File: config.mk
export PLATFORM = sky130hd
export DESIGN_NAME = rgb_to_ycbcr420_stream_top
export DESIGN_NICKNAME = d
export VERILOG_FILES = /design/src/rtl/core/rgbyc_pkg.sv /design/src/rtl/core/rgbyc_fifo.sv /design/src/rtl/core/rgbyc_front.sv /design/src/rtl/core/rgbyc_back.sv /design/src/rtl/core/rgb_to_ycbcr420_stream_top.sv
export SDC_FILE = /design/constraint.sdc
export NUM_CORES = 1
export LEC_CHECK = 0
export ABC_AREA = 1
export BUFFER_PORTS_ARGS = -buffer_cell sky130_fd_sc_hd__buf_2
export CORE_MARGIN = 10
export CORE_UTILIZATION = 45
export DETAILED_ROUTE_END_ITERATION = 10
export GPL_TIMING_DRIVEN = 0
export SYNTH_ARGS = -nofsm -noshare
export SYNTH_HDL_FRONTEND = slang
export SYNTH_SLANG_ARGS = --single-unit
export TNS_END_PERCENT = 5
File: constraint.sdc
create_clock -name clk -period 9.4 [get_ports clk]
set_input_delay 1.88 -clock clk [delete_from_list [all_inputs] [get_ports clk]]
set_output_delay 1.88 -clock clk [all_outputs]
set_load 0.02 [all_outputs]
File: src/rtl/core/rgbyc_pkg.sv
`default_nettype none
package rgbyc_pkg;

  localparam int MAX_DIMENSION = 4096;
  localparam int CNT_W         = $clog2(MAX_DIMENSION);
  localparam int SIZE_W        = 13;
  localparam int PIX_W         = 8;
  localparam int CFG_IDX_W     = 2;
  localparam int COEF_W        = 16;
  localparam int PROD_W        = PIX_W + COEF_W;
  localparam int SUM_W         = PROD_W + 1;
  localparam int FRAC_W        = 16;

  localparam int FIFO_DEPTH    = 4;
  localparam int FIFO_PTR_W    = $clog2(FIFO_DEPTH);
  localparam int FIFO_CNT_W    = FIFO_PTR_W + 1;

  localparam logic [SIZE_W-1:0] WIDTH_RESET  = SIZE_W'(640);
  localparam logic [SIZE_W-1:0] HEIGHT_RESET = SIZE_W'(480);

  localparam logic [COEF_W-1:0] Y_R_COEF  = COEF_W'(19595);
  localparam logic [COEF_W-1:0] Y_G_COEF  = COEF_W'(38470);
  localparam logic [COEF_W-1:0] Y_B_COEF  = COEF_W'(7471);
  localparam logic [COEF_W-1:0] CB_R_COEF = COEF_W'(11056);
  localparam logic [COEF_W-1:0] CB_G_COEF = COEF_W'(21712);
  localparam logic [COEF_W-1:0] CB_B_COEF = COEF_W'(32768);
  localparam logic [COEF_W-1:0] CR_R_COEF = COEF_W'(32768);
  localparam logic [COEF_W-1:0] CR_G_COEF = COEF_W'(27440);
  localparam logic [COEF_W-1:0] CR_B_COEF = COEF_W'(5328);
  localparam logic [SUM_W-1:0]  HALF_RANGE = SUM_W'(8388608);

  typedef enum logic [CFG_IDX_W-1:0] {
    CFG_WIDTH  = CFG_IDX_W'(0),
    CFG_HEIGHT = CFG_IDX_W'(1)
  } cfg_idx_t;

  typedef struct packed {
    logic [PIX_W-1:0] red;
    logic [PIX_W-1:0] green;
    logic [PIX_W-1:0] blue;
    logic             chroma;
    logic             last;
  } req_t;

  function automatic logic [CNT_W-1:0] last_idx(input logic [SIZE_W-1:0] reg_v);
    logic [SIZE_W-1:0] v;
    v = reg_v;
    if (v < SIZE_W'(2)) begin
      v = SIZE_W'(2);
    end else if (v > SIZE_W'(MAX_DIMENSION)) begin
      v = SIZE_W'(MAX_DIMENSION);
    end
    v[0] = 1'b0;
    v = v - SIZE_W'(1);
    return v[CNT_W-1:0];
  endfunction

  function automatic logic [PIX_W-1:0] sat8(input logic [SUM_W-1:0] s);
    if (|s[SUM_W-1:FRAC_W+PIX_W]) begin
      return {PIX_W{1'b1}};
    end
    return s[FRAC_W+PIX_W-1:FRAC_W];
  endfunction

endpackage
`default_nettype wire

File: src/rtl/core/rgbyc_fifo.sv
`default_nettype none
module rgbyc_fifo (
  input  wire logic          clk,
  input  wire logic          rst_n,
  input  wire logic          push,
  input  wire rgbyc_pkg::req_t push_data,
  output logic               full,
  output logic               not_empty,
  input  wire logic          pop,
  output rgbyc_pkg::req_t    pop_data
);

  rgbyc_pkg::req_t                          mem_r [rgbyc_pkg::FIFO_DEPTH];
  logic [rgbyc_pkg::FIFO_PTR_W-1:0]         wr_ptr_r, wr_ptr_nxt;
  logic [rgbyc_pkg::FIFO_PTR_W-1:0]         rd_ptr_r, rd_ptr_nxt;
  logic [rgbyc_pkg::FIFO_CNT_W-1:0]         count_r, count_nxt;
  logic                                     do_push, do_pop;

  assign full      = (count_r == rgbyc_pkg::FIFO_CNT_W'(rgbyc_pkg::FIFO_DEPTH));
  assign not_empty = (count_r != '0);
  assign do_push   = push && !full;
  assign do_pop    = pop && not_empty;
  assign pop_data  = mem_r[rd_ptr_r];

  always_comb begin
    wr_ptr_nxt = do_push ? wr_ptr_r + 1'b1 : wr_ptr_r;
    rd_ptr_nxt = do_pop ? rd_ptr_r + 1'b1 : rd_ptr_r;
    count_nxt  = count_r;
    if (do_push && !do_pop) begin
      count_nxt = count_r + 1'b1;
    end else if (do_pop && !do_push) begin
      count_nxt = count_r - 1'b1;
    end
  end

  always_ff @(posedge clk) begin
    if (!rst_n) begin
      wr_ptr_r <= '0;
      rd_ptr_r <= '0;
      count_r  <= '0;
    end else begin
      wr_ptr_r <= wr_ptr_nxt;
      rd_ptr_r <= rd_ptr_nxt;
      count_r  <= count_nxt;
    end
  end

  always_ff @(posedge clk) begin
    if (do_push) begin
      mem_r[wr_ptr_r] <= push_data;
    end
  end

endmodule
`default_nettype wire

File: src/rtl/core/rgbyc_front.sv
`default_nettype none
module rgbyc_front (
  input  wire logic                              clk,
  input  wire logic                              rst_n,
  input  wire logic                              in_valid,
  output logic                                   in_stall,
  input  wire logic [rgbyc_pkg::PIX_W-1:0]       in_red_in,
  input  wire logic [rgbyc_pkg::PIX_W-1:0]       in_green_in,
  input  wire logic [rgbyc_pkg::PIX_W-1:0]       in_blue_in,
  input  wire logic                              cfg_valid,
  output logic                                   cfg_ready,
  input  wire logic [rgbyc_pkg::CFG_IDX_W-1:0]   cfg_index,
  input  wire logic [rgbyc_pkg::SIZE_W-1:0]      cfg_data,
  input  wire logic                              q_full,
  output logic                                   q_push,
  output rgbyc_pkg::req_t                        q_data
);

  logic [rgbyc_pkg::SIZE_W-1:0] width_r, height_r;
  logic [rgbyc_pkg::CNT_W-1:0]  col_r, col_nxt;
  logic [rgbyc_pkg::CNT_W-1:0]  row_r, row_nxt;
  logic [rgbyc_pkg::CNT_W-1:0]  col_end, row_end;
  logic                         col_last, row_last, accept;

  assign cfg_ready = 1'b1;
  assign in_stall  = q_full;
  assign accept    = in_valid && !q_full;

  assign col_end  = rgbyc_pkg::last_idx(width_r);
  assign row_end  = rgbyc_pkg::last_idx(height_r);
  assign col_last = (col_r >= col_end);
  assign row_last = (row_r >= row_end);

  assign q_push        = accept;
  assign q_data.red    = in_red_in;
  assign q_data.green  = in_green_in;
  assign q_data.blue   = in_blue_in;
  assign q_data.chroma = !col_r[0] && !row_r[0];
  assign q_data.last   = col_last && row_last;

  always_comb begin
    col_nxt = col_r;
    row_nxt = row_r;
    if (accept) begin
      if (col_last) begin
        col_nxt = '0;
        row_nxt = row_last ? '0 : row_r + 1'b1;
      end else begin
        col_nxt = col_r + 1'b1;
      end
    end
  end

  always_ff @(posedge clk) begin
    if (!rst_n) begin
      width_r  <= rgbyc_pkg::WIDTH_RESET;
      height_r <= rgbyc_pkg::HEIGHT_RESET;
      col_r    <= '0;
      row_r    <= '0;
    end else begin
      col_r <= col_nxt;
      row_r <= row_nxt;
      if (cfg_valid) begin
        if (cfg_index == rgbyc_pkg::CFG_WIDTH) begin
          width_r <= cfg_data;
        end else if (cfg_index == rgbyc_pkg::CFG_HEIGHT) begin
          height_r <= cfg_data;
        end
      end
    end
  end

endmodule
`default_nettype wire

File: src/rtl/core/rgbyc_back.sv
`default_nettype none
module rgbyc_back (
  input  wire logic                         clk,
  input  wire logic                         rst_n,
  input  wire logic                         q_not_empty,
  output logic                              q_pop,
  input  wire rgbyc_pkg::req_t              q_data,
  output logic                              out_valid,
  input  wire logic                         out_stall,
  output logic [rgbyc_pkg::PIX_W-1:0]       out_luma,
  output logic                              out_chroma_valid,
  output logic [rgbyc_pkg::PIX_W-1:0]       out_chroma_blue,
  output logic [rgbyc_pkg::PIX_W-1:0]       out_chroma_red,
  output logic                              out_frame_last
);

  localparam int PW = rgbyc_pkg::PROD_W;
  localparam int SW = rgbyc_pkg::SUM_W;

  // stage 1: products
  logic          s1_valid_r;
  logic          s1_chroma_r, s1_last_r;
  logic [PW-1:0] yr_r, yg_r, yb_r;
  logic [PW-1:0] cbr_r, cbg_r, cbb_r;
  logic [PW-1:0] crr_r, crg_r, crb_r;

  // stage 2: output register
  logic                          out_valid_r;
  logic [rgbyc_pkg::PIX_W-1:0]   luma_r, cb_r, cr_r;
  logic                          chroma_r, last_r;

  logic          out_adv, s1_take;
  logic [SW-1:0] y_sum, cb_sum, cr_sum;

  assign out_adv = !out_valid_r || !out_stall;
  assign s1_take = !s1_valid_r || out_adv;
  assign q_pop   = s1_take && q_not_empty;

  assign y_sum  = SW'(yr_r) + SW'(yg_r) + SW'(yb_r);
  assign cb_sum = rgbyc_pkg::HALF_RANGE + SW'(cbb_r) - SW'(cbr_r) - SW'(cbg_r);
  assign cr_sum = rgbyc_pkg::HALF_RANGE + SW'(crr_r) - SW'(crg_r) - SW'(crb_r);

  always_ff @(posedge clk) begin
    if (!rst_n) begin
      s1_valid_r  <= 1'b0;
      out_valid_r <= 1'b0;
    end else begin
      if (s1_take) begin
        s1_valid_r <= q_not_empty;
      end
      if (out_adv) begin
        out_valid_r <= s1_valid_r;
      end
    end
  end

  always_ff @(posedge clk) begin
    if (q_pop) begin
      s1_chroma_r <= q_data.chroma;
      s1_last_r   <= q_data.last;
      yr_r  <= PW'(q_data.red)   * PW'(rgbyc_pkg::Y_R_COEF);
      yg_r  <= PW'(q_data.green) * PW'(rgbyc_pkg::Y_G_COEF);
      yb_r  <= PW'(q_data.blue)  * PW'(rgbyc_pkg::Y_B_COEF);
      cbr_r <= PW'(q_data.red)   * PW'(rgbyc_pkg::CB_R_COEF);
      cbg_r <= PW'(q_data.green) * PW'(rgbyc_pkg::CB_G_COEF);
      cbb_r <= PW'(q_data.blue)  * PW'(rgbyc_pkg::CB_B_COEF);
      crr_r <= PW'(q_data.red)   * PW'(rgbyc_pkg::CR_R_COEF);
      crg_r <= PW'(q_data.green) * PW'(rgbyc_pkg::CR_G_COEF);
      crb_r <= PW'(q_data.blue)  * PW'(rgbyc_pkg::CR_B_COEF);
    end
    if (out_adv && s1_valid_r) begin
      luma_r   <= rgbyc_pkg::sat8(y_sum);
      cb_r     <= s1_chroma_r ? rgbyc_pkg::sat8(cb_sum) : '0;
      cr_r     <= s1_chroma_r ? rgbyc_pkg::sat8(cr_sum) : '0;
      chroma_r <= s1_chroma_r;
      last_r   <= s1_last_r;
    end
  end

  assign out_valid        = out_valid_r;
  assign out_luma         = luma_r;
  assign out_chroma_valid = chroma_r;
  assign out_chroma_blue  = cb_r;
  assign out_chroma_red   = cr_r;
  assign out_frame_last   = last_r;

endmodule
`default_nettype wire

File: src/rtl/core/rgb_to_ycbcr420_stream_top.sv
// RGB to YCbCr 4:2:0 converter, full-range BT.601, one pixel per request.
// Input channel (in_valid / in_stall): 8-bit R, G, B in raster order for a
// frame of cfg width x height (clamped to 2..4096, rounded down to even).
// Output channel (out_valid / out_stall): luma for every pixel; Cb and Cr with
// chroma_valid on even rows and even columns (zero elsewhere); frame_last on
// the final pixel of the frame.
// Config channel (cfg_valid / cfg_ready): index 0 width, 1 height; other
// indexes are ignored. cfg_ready is always high; write only while idle.
// Throughput: one pixel per clock while out_stall is low, set by the two-stage
// multiply/sum pipeline.
// A four-entry queue sits between the pixel counter front end and the
// arithmetic; in_stall rises only when that queue is full, so a receiver
// stall backs up through the pipeline and queue before the source is held.
// Reset (synchronous, rst_n low) empties the queue and pipeline, clears the
// column and row counters and restores 640 x 480.
`default_nettype none
module rgb_to_ycbcr420_stream_top (
  input  wire logic                              clk,
  input  wire logic                              rst_n,
  input  wire logic                              in_valid,
  output logic                                   in_stall,
  input  wire logic [rgbyc_pkg::PIX_W-1:0]       in_red_in,
  input  wire logic [rgbyc_pkg::PIX_W-1:0]       in_green_in,
  input  wire logic [rgbyc_pkg::PIX_W-1:0]       in_blue_in,
  output logic                                   out_valid,
  input  wire logic                              out_stall,
  output logic [rgbyc_pkg::PIX_W-1:0]            out_luma,
  output logic                                   out_chroma_valid,
  output logic [rgbyc_pkg::PIX_W-1:0]            out_chroma_blue,
  output logic [rgbyc_pkg::PIX_W-1:0]            out_chroma_red,
  output logic                                   out_frame_last,
  input  wire logic                              cfg_valid,
  output logic                                   cfg_ready,
  input  wire logic [rgbyc_pkg::CFG_IDX_W-1:0]   cfg_index,
  input  wire logic [rgbyc_pkg::SIZE_W-1:0]      cfg_data
);

  logic            q_full, q_push, q_not_empty, q_pop;
  rgbyc_pkg::req_t q_wdata, q_rdata;

  rgbyc_front u_front (
    .clk         (clk),
    .rst_n       (rst_n),
    .in_valid    (in_valid),
    .in_stall    (in_stall),
    .in_red_in   (in_red_in),
    .in_green_in (in_green_in),
    .in_blue_in  (in_blue_in),
    .cfg_valid   (cfg_valid),
    .cfg_ready   (cfg_ready),
    .cfg_index   (cfg_index),
    .cfg_data    (cfg_data),
    .q_full      (q_full),
    .q_push      (q_push),
    .q_data      (q_wdata)
  );

  rgbyc_fifo u_fifo (
    .clk       (clk),
    .rst_n     (rst_n),
    .push      (q_push),
    .push_data (q_wdata),
    .full      (q_full),
    .not_empty (q_not_empty),
    .pop       (q_pop),
    .pop_data  (q_rdata)
  );

  rgbyc_back u_back (
    .clk              (clk),
    .rst_n            (rst_n),
    .q_not_empty      (q_not_empty),
    .q_pop            (q_pop),
    .q_data           (q_rdata),
    .out_valid        (out_valid),
    .out_stall        (out_stall),
    .out_luma         (out_luma),
    .out_chroma_valid (out_chroma_valid),
    .out_chroma_blue  (out_chroma_blue),
    .out_chroma_red   (out_chroma_red),
    .out_frame_last   (out_frame_last)
  );

endmodule
`default_nettype wire

# Word-level counts from Yosys, hierarchy flattened

Memories as Yosys holds them, arrays and structs flattened. A register that Yosys moved wholly into a read port is not among the register bits.
Cells that the tools add are included.

Word-level logic and storage cells: 107
RAM bits: 104
Bits of input ports: 44
Memories kept: 1
Register bits after elaboration: 243

Order comparisons: 6
Multiply operators: 7
Reduce and logical (&&, ||, !) cells: 25
Equality and inequality tests: 2
Bitwise logic cells: 1
$add $sub $neg: 16
Multiplexer cells: 24

Memory list:

| name         | depth | bits a word | read ports | clocked after Yosys merged registers in | wr ports | line             | RTL |
|---|---|---|---|---|---|---|---|
| u_fifo.mem_r | 4     | 26          | 1          | 1                                       | 1        | rgbyc_fifo.sv:13 | `rgbyc_pkg::req_t mem_r [rgbyc_pkg::FIFO_DEPTH];` |

Operators by type and width:

| cell                   | count |
|---|---|
| $mux 12                | 6 |
| $add 24x23->25 const A | 2 |
| $sub 25x23->25         | 2 |
| $mux 8                 | 6 |
| $mul 8x15->23 const B  | 2 |
| $mul 8x11->19 const B  | 2 |
| $gt 13x13->1 const B   | 2 |
| $lt 13x2->1 const B    | 2 |
| $add 23x24->25         | 1 |
| $add 25x21->25         | 1 |
| $sub 25x21->25         | 1 |
| $sub 25x22->25         | 1 |
| $add 12x1->12 const B  | 2 |
| $ge 12x12->1           | 2 |
| $sub 12x1->12 const B  | 2 |
| $mul 8x13->21 const B  | 1 |
| $mul 8x10->18 const B  | 1 |
| $mul 8x9->17 const B   | 1 |
| $logic_and 1x1->1      | 9 |
| $logic_not 1->1        | 8 |
| $mux 1                 | 8 |
| $mux 3                 | 2 |
| $add 2x1->2 const B    | 2 |
| $mux 2                 | 2 |
| other kinds (11)       | 13 |

# Longest topological paths before layout

Depth in word-level cells: 8
Mapped depth: 24
Mapped depth without buffers: 22

# Modules after synthesis

Synthesis repeated with hierarchy kept, for this count alone.

Cell total of the unflattened synthesis: 3377
Area total of the unflattened synthesis: 29489.5 um^2

Modules (own cells, without submodules):

| module      | seq. area each (um^2) | times used | area an instance (um^2) | cells each |
|---|---|---|---|---|
| rgbyc_back  | 5205.0                | 1          | 21525.6                 | 2517 |
| rgbyc_fifo  | 3303.2                | 1          | 4344.2                  | 320 |
| rgbyc_front | 1001.0                | 1          | 3619.7                  | 540 |

# Worst setup path before layout

Ideal clock, no wire load.

Path kind: input -> register
From: in out_stall
To: reg with a tool-made name
Arrival time: 5631 ps
Setup time: 118 ps
Stages on the path: 7
Path slack: 3651 ps
Cells stage by stage: nand2_1 inv_1 nand2_1 nand2_1 inv_1 o21ai_0 a21oi_1

RTL lines:

| element            | line                             | RTL |
|---|---|---|
| start: declaration | rgb_to_ycbcr420_stream_top.sv:26 | `input wire logic out_stall,` |

==> reports/summary.txt <==
slowest cell on the critical path -> o22ai_1
routed wire length -> 70600 um
CP endpoint -> u_back.cbg_r[21]
Vias/cell -> 5.02
crit-path most repeated cell -> inv_1
fin crit share -> 0.649
non-filler cells in the finished layout -> 4364
FF-to-FF setup slack -> 3300 ps
GRT busiest layer -> met2
Worst Setup Start Kind -> flip-flop
share of cells above drive strength 1 -> 0.0590
CTS buffer count -> 41
Max Root-Sink Buffers -> 3
crit-path max FO -> 10
placed insts -> 4288
endpoint type of the worst setup path -> flip-flop
vias in the first global route -> 21300
Max Clock Skew -> 29.3 ps
worst slew pin tran -> 1520 ps
Slew headroom -> -0.0147
Mapped Nets -> 3982
min Tclk post-route -> 6100 ps
Layout area overhead -> 10.8%
Async S/R FF share, synth -> 0
Clk Latency, worst-skew pair -> 590 ps
Hold Path Class -> flip-flop to flip-flop
gr usage total -> 0.190
failing checks -> capacitance limit, slew limit
GR Overflow Total -> 0
die width -> 274 um
Remaining DRCs -> 0
routed via count -> 21900
stages on the worst setup path -> 22
initial antenna violation count -> 1
status -> finished, violations left
drt wl/cell -> 16.2 um
final hold vios -> 0
CTS Sinks -> 337
Ys Warns -> 0
HPWL after DPL -> 57400 um
Synth Instances -> 3344
unrepaired setup endpoints after global routing -> no
Post-CTS Repair Setup Buffers -> 0
maximum operating frequency -> 0.164 GHz
gpl congestion -> 0.899
Worst Setup Path Type -> flip-flop to flip-flop
first-pass GRT wire length -> 114000 um
register area share after synthesis -> 0.327
Arr. time, crit path -> 6420 ps
Die Area -> 75200 sq um
Core Area -> 64200 sq um
setup TNS -> 0 ps
Top delay family on crit path -> adder cells
Finish-stage setup viols -> 0
Slew Viols, Final -> 8
Post-synth EDFFs -> 276
num rows -> 93
IO Port Bufs -> 71
CTS tree -> done
I/O Pins -> 73
slowest cell delay on critical path -> 1000 ps
M3 GR Usage -> 0.0306
Mean Syn Cell Area -> 8.70 sq um
Worst Path Buf+Inv -> 8
FF-to-FF End -> u_back.cbg_r[21]
clk slew on worst S/H paths -> 60 ps
largest net degree at the start of global routing -> 90
r2r worst-path depth -> 22
Worst Path Required -> 9720 ps
GR Util met1 -> 0.263
Netlist cell types -> 52
crit path cell chain -> buf_2, clkinv_1, clkbuf_1, nor2_1, o22ai_1, ha_1, inv_1, fa_1, inv_1, fa_1, inv_1, fa_1, inv_1, ha_1, a21oi_1, o21ai_0, nand2_1, nand3_1, nand2_1, inv_1, o21ai_0, nand2_1
number of inserted diodes -> 0
detailed-routing iteration count for the pre-antenna-repair pass -> 5
DIE HEIGHT -> 274 um
Mapped Area -> 29100 sq um
Gates resized, CTS repair -> 0
hold buffers post-CTS -> 0
Routed Antenna Nets -> 0
Seq cells post-synth -> 337
root buffer cell -> clkbuf_16
Max Cap Violations -> 1
Nets -> 4115
H-tree depth -> 2
met2 usage -> 0.299
drt first-iter violations -> 1310
Initial Util -> 0.453
Synth Flop Type -> edfxtp_1
filler instances -> 6145
-- cells in the final DEF (no fill, tap or decap), types with 36 or more instances in the layout --
master | netlist | routed
clkbuf_16 | 0 | 42
fa_1 | 160 | 160
nand4_1 | 47 | 47
dfxtp_1 | 61 | 61
clkbuf_1 | 23 | 36
o21ai_0 | 112 | 112
nand2_1 | 685 | 685
ha_1 | 434 | 434
edfxtp_1 | 276 | 276
nor2_1 | 262 | 257
nor3_1 | 39 | 39
buf_2 | 5 | 76
a21oi_1 | 200 | 200
inv_1 | 614 | 613
xor2_1 | 74 | 74
nand3_1 | 151 | 151
-- per-layer routing --
metal,up-vias,share of wire
li1,11300,-
met1,10100,0.48
met2,408,0.44
met3,108,0.049
met4,2,0.033
met5,-,0.00017
-- worst register-to-register path, stage by stage, from the launching register on --
cell and delay, ps:
dfxtp_1 290, buf_2 160, clkinv_1 130, clkbuf_1 460, nor2_1 80, o22ai_1 1000
ha_1 560, inv_1 160, fa_1 550, inv_1 50, fa_1 490, inv_1 50
fa_1 530, inv_1 40, ha_1 360, a21oi_1 170, o21ai_0 140, nand2_1 80
nand3_1 170, nand2_1 110, inv_1 50, o21ai_0 140, nand2_1 60
-- stage by stage --
stage	hold WS, ps	util	area, sq um	setup slack, ps
global placement	410	0.475	30500	1880
finish	421	0.502	32200	3300
global route	438	0.502	32200	2880
detailed placement	417	0.480	30800	3420
CTS	422	0.502	32200	3370
floorplan	400	-	29100	3650
-- cells in the mapped netlist (39+ instances only) --
cell type	number	area, sq um
a21oi_1	200	1000
fa_1	160	3200
xor2_1	74	648
ha_1	434	5430
nor2_1	262	983
o21ai_0	112	561
inv_1	614	2300
nand3_1	151	756
nor3_1	39	195
dfxtp_1	61	1220
nand2_1	685	2570
edfxtp_1	276	8290
nand4_1	47	294
-- registers in the layout, indices dropped and copies added (netlist names), 3 cells and up, named ones only --
name	cells
u_fifo.mem_r	104
u_back.yg_r	23
u_back.yr_r	23
u_back.yb_r	21
u_back.cbg_r	18
u_back.cbr_r	15
u_back.crb_r	15
u_back.crg_r	15
u_front.height_r	13
u_front.width_r	13
u_front.col_r	12
u_front.row_r	12
u_back.out_chroma_blue	8
u_back.out_chroma_red	8
u_back.out_luma	8
u_back.cbb_r	7
u_back.crr_r	7
u_fifo.count_r	3
-- worst min path at each step --
stage / start / endpoint / depth (start not counted)
detailed placement: u_back.s1_last_r / u_back.out_frame_last / 0
global placement: u_back.s1_last_r / u_back.out_frame_last / 0
CTS: u_back.s1_last_r / u_back.out_frame_last / 0
global route: u_back.s1_last_r / u_back.out_frame_last / 0
finish: u_back.s1_last_r / u_back.out_frame_last / 0
floorplan: u_back.s1_last_r / u_back.out_frame_last / 0
-- area by class of cell --
cell class,instances,area [sq um],share of cell area
clock inverter,11,164,0.00508
clock buffer,64,1220,0.0378
tap,855,1070,0.0332
multi-input combinational,2356,17200,0.534
sequential,337,9510,0.295
inverter,618,2320,0.0721
timing repair buffer,90,579,0.0180
buffer,33,153,0.00474
-- cells by family (layout without fill, tap and decap cells) --
group           Yosys count  count (layout)  share of synthesized area
simple gates           1231            1231                      0.177
buf+inv                 651             816                     0.0850
fa+ha+maj               594             594                      0.297
compound gates          429             429                     0.0836
flops                   337             337                      0.327
xor+xnor                101             101                     0.0304
other cells               1               1                   0.000129
Power is not shown: default switching activity piles up to over one toggle a cycle in this logic, so the estimate is an artifact.
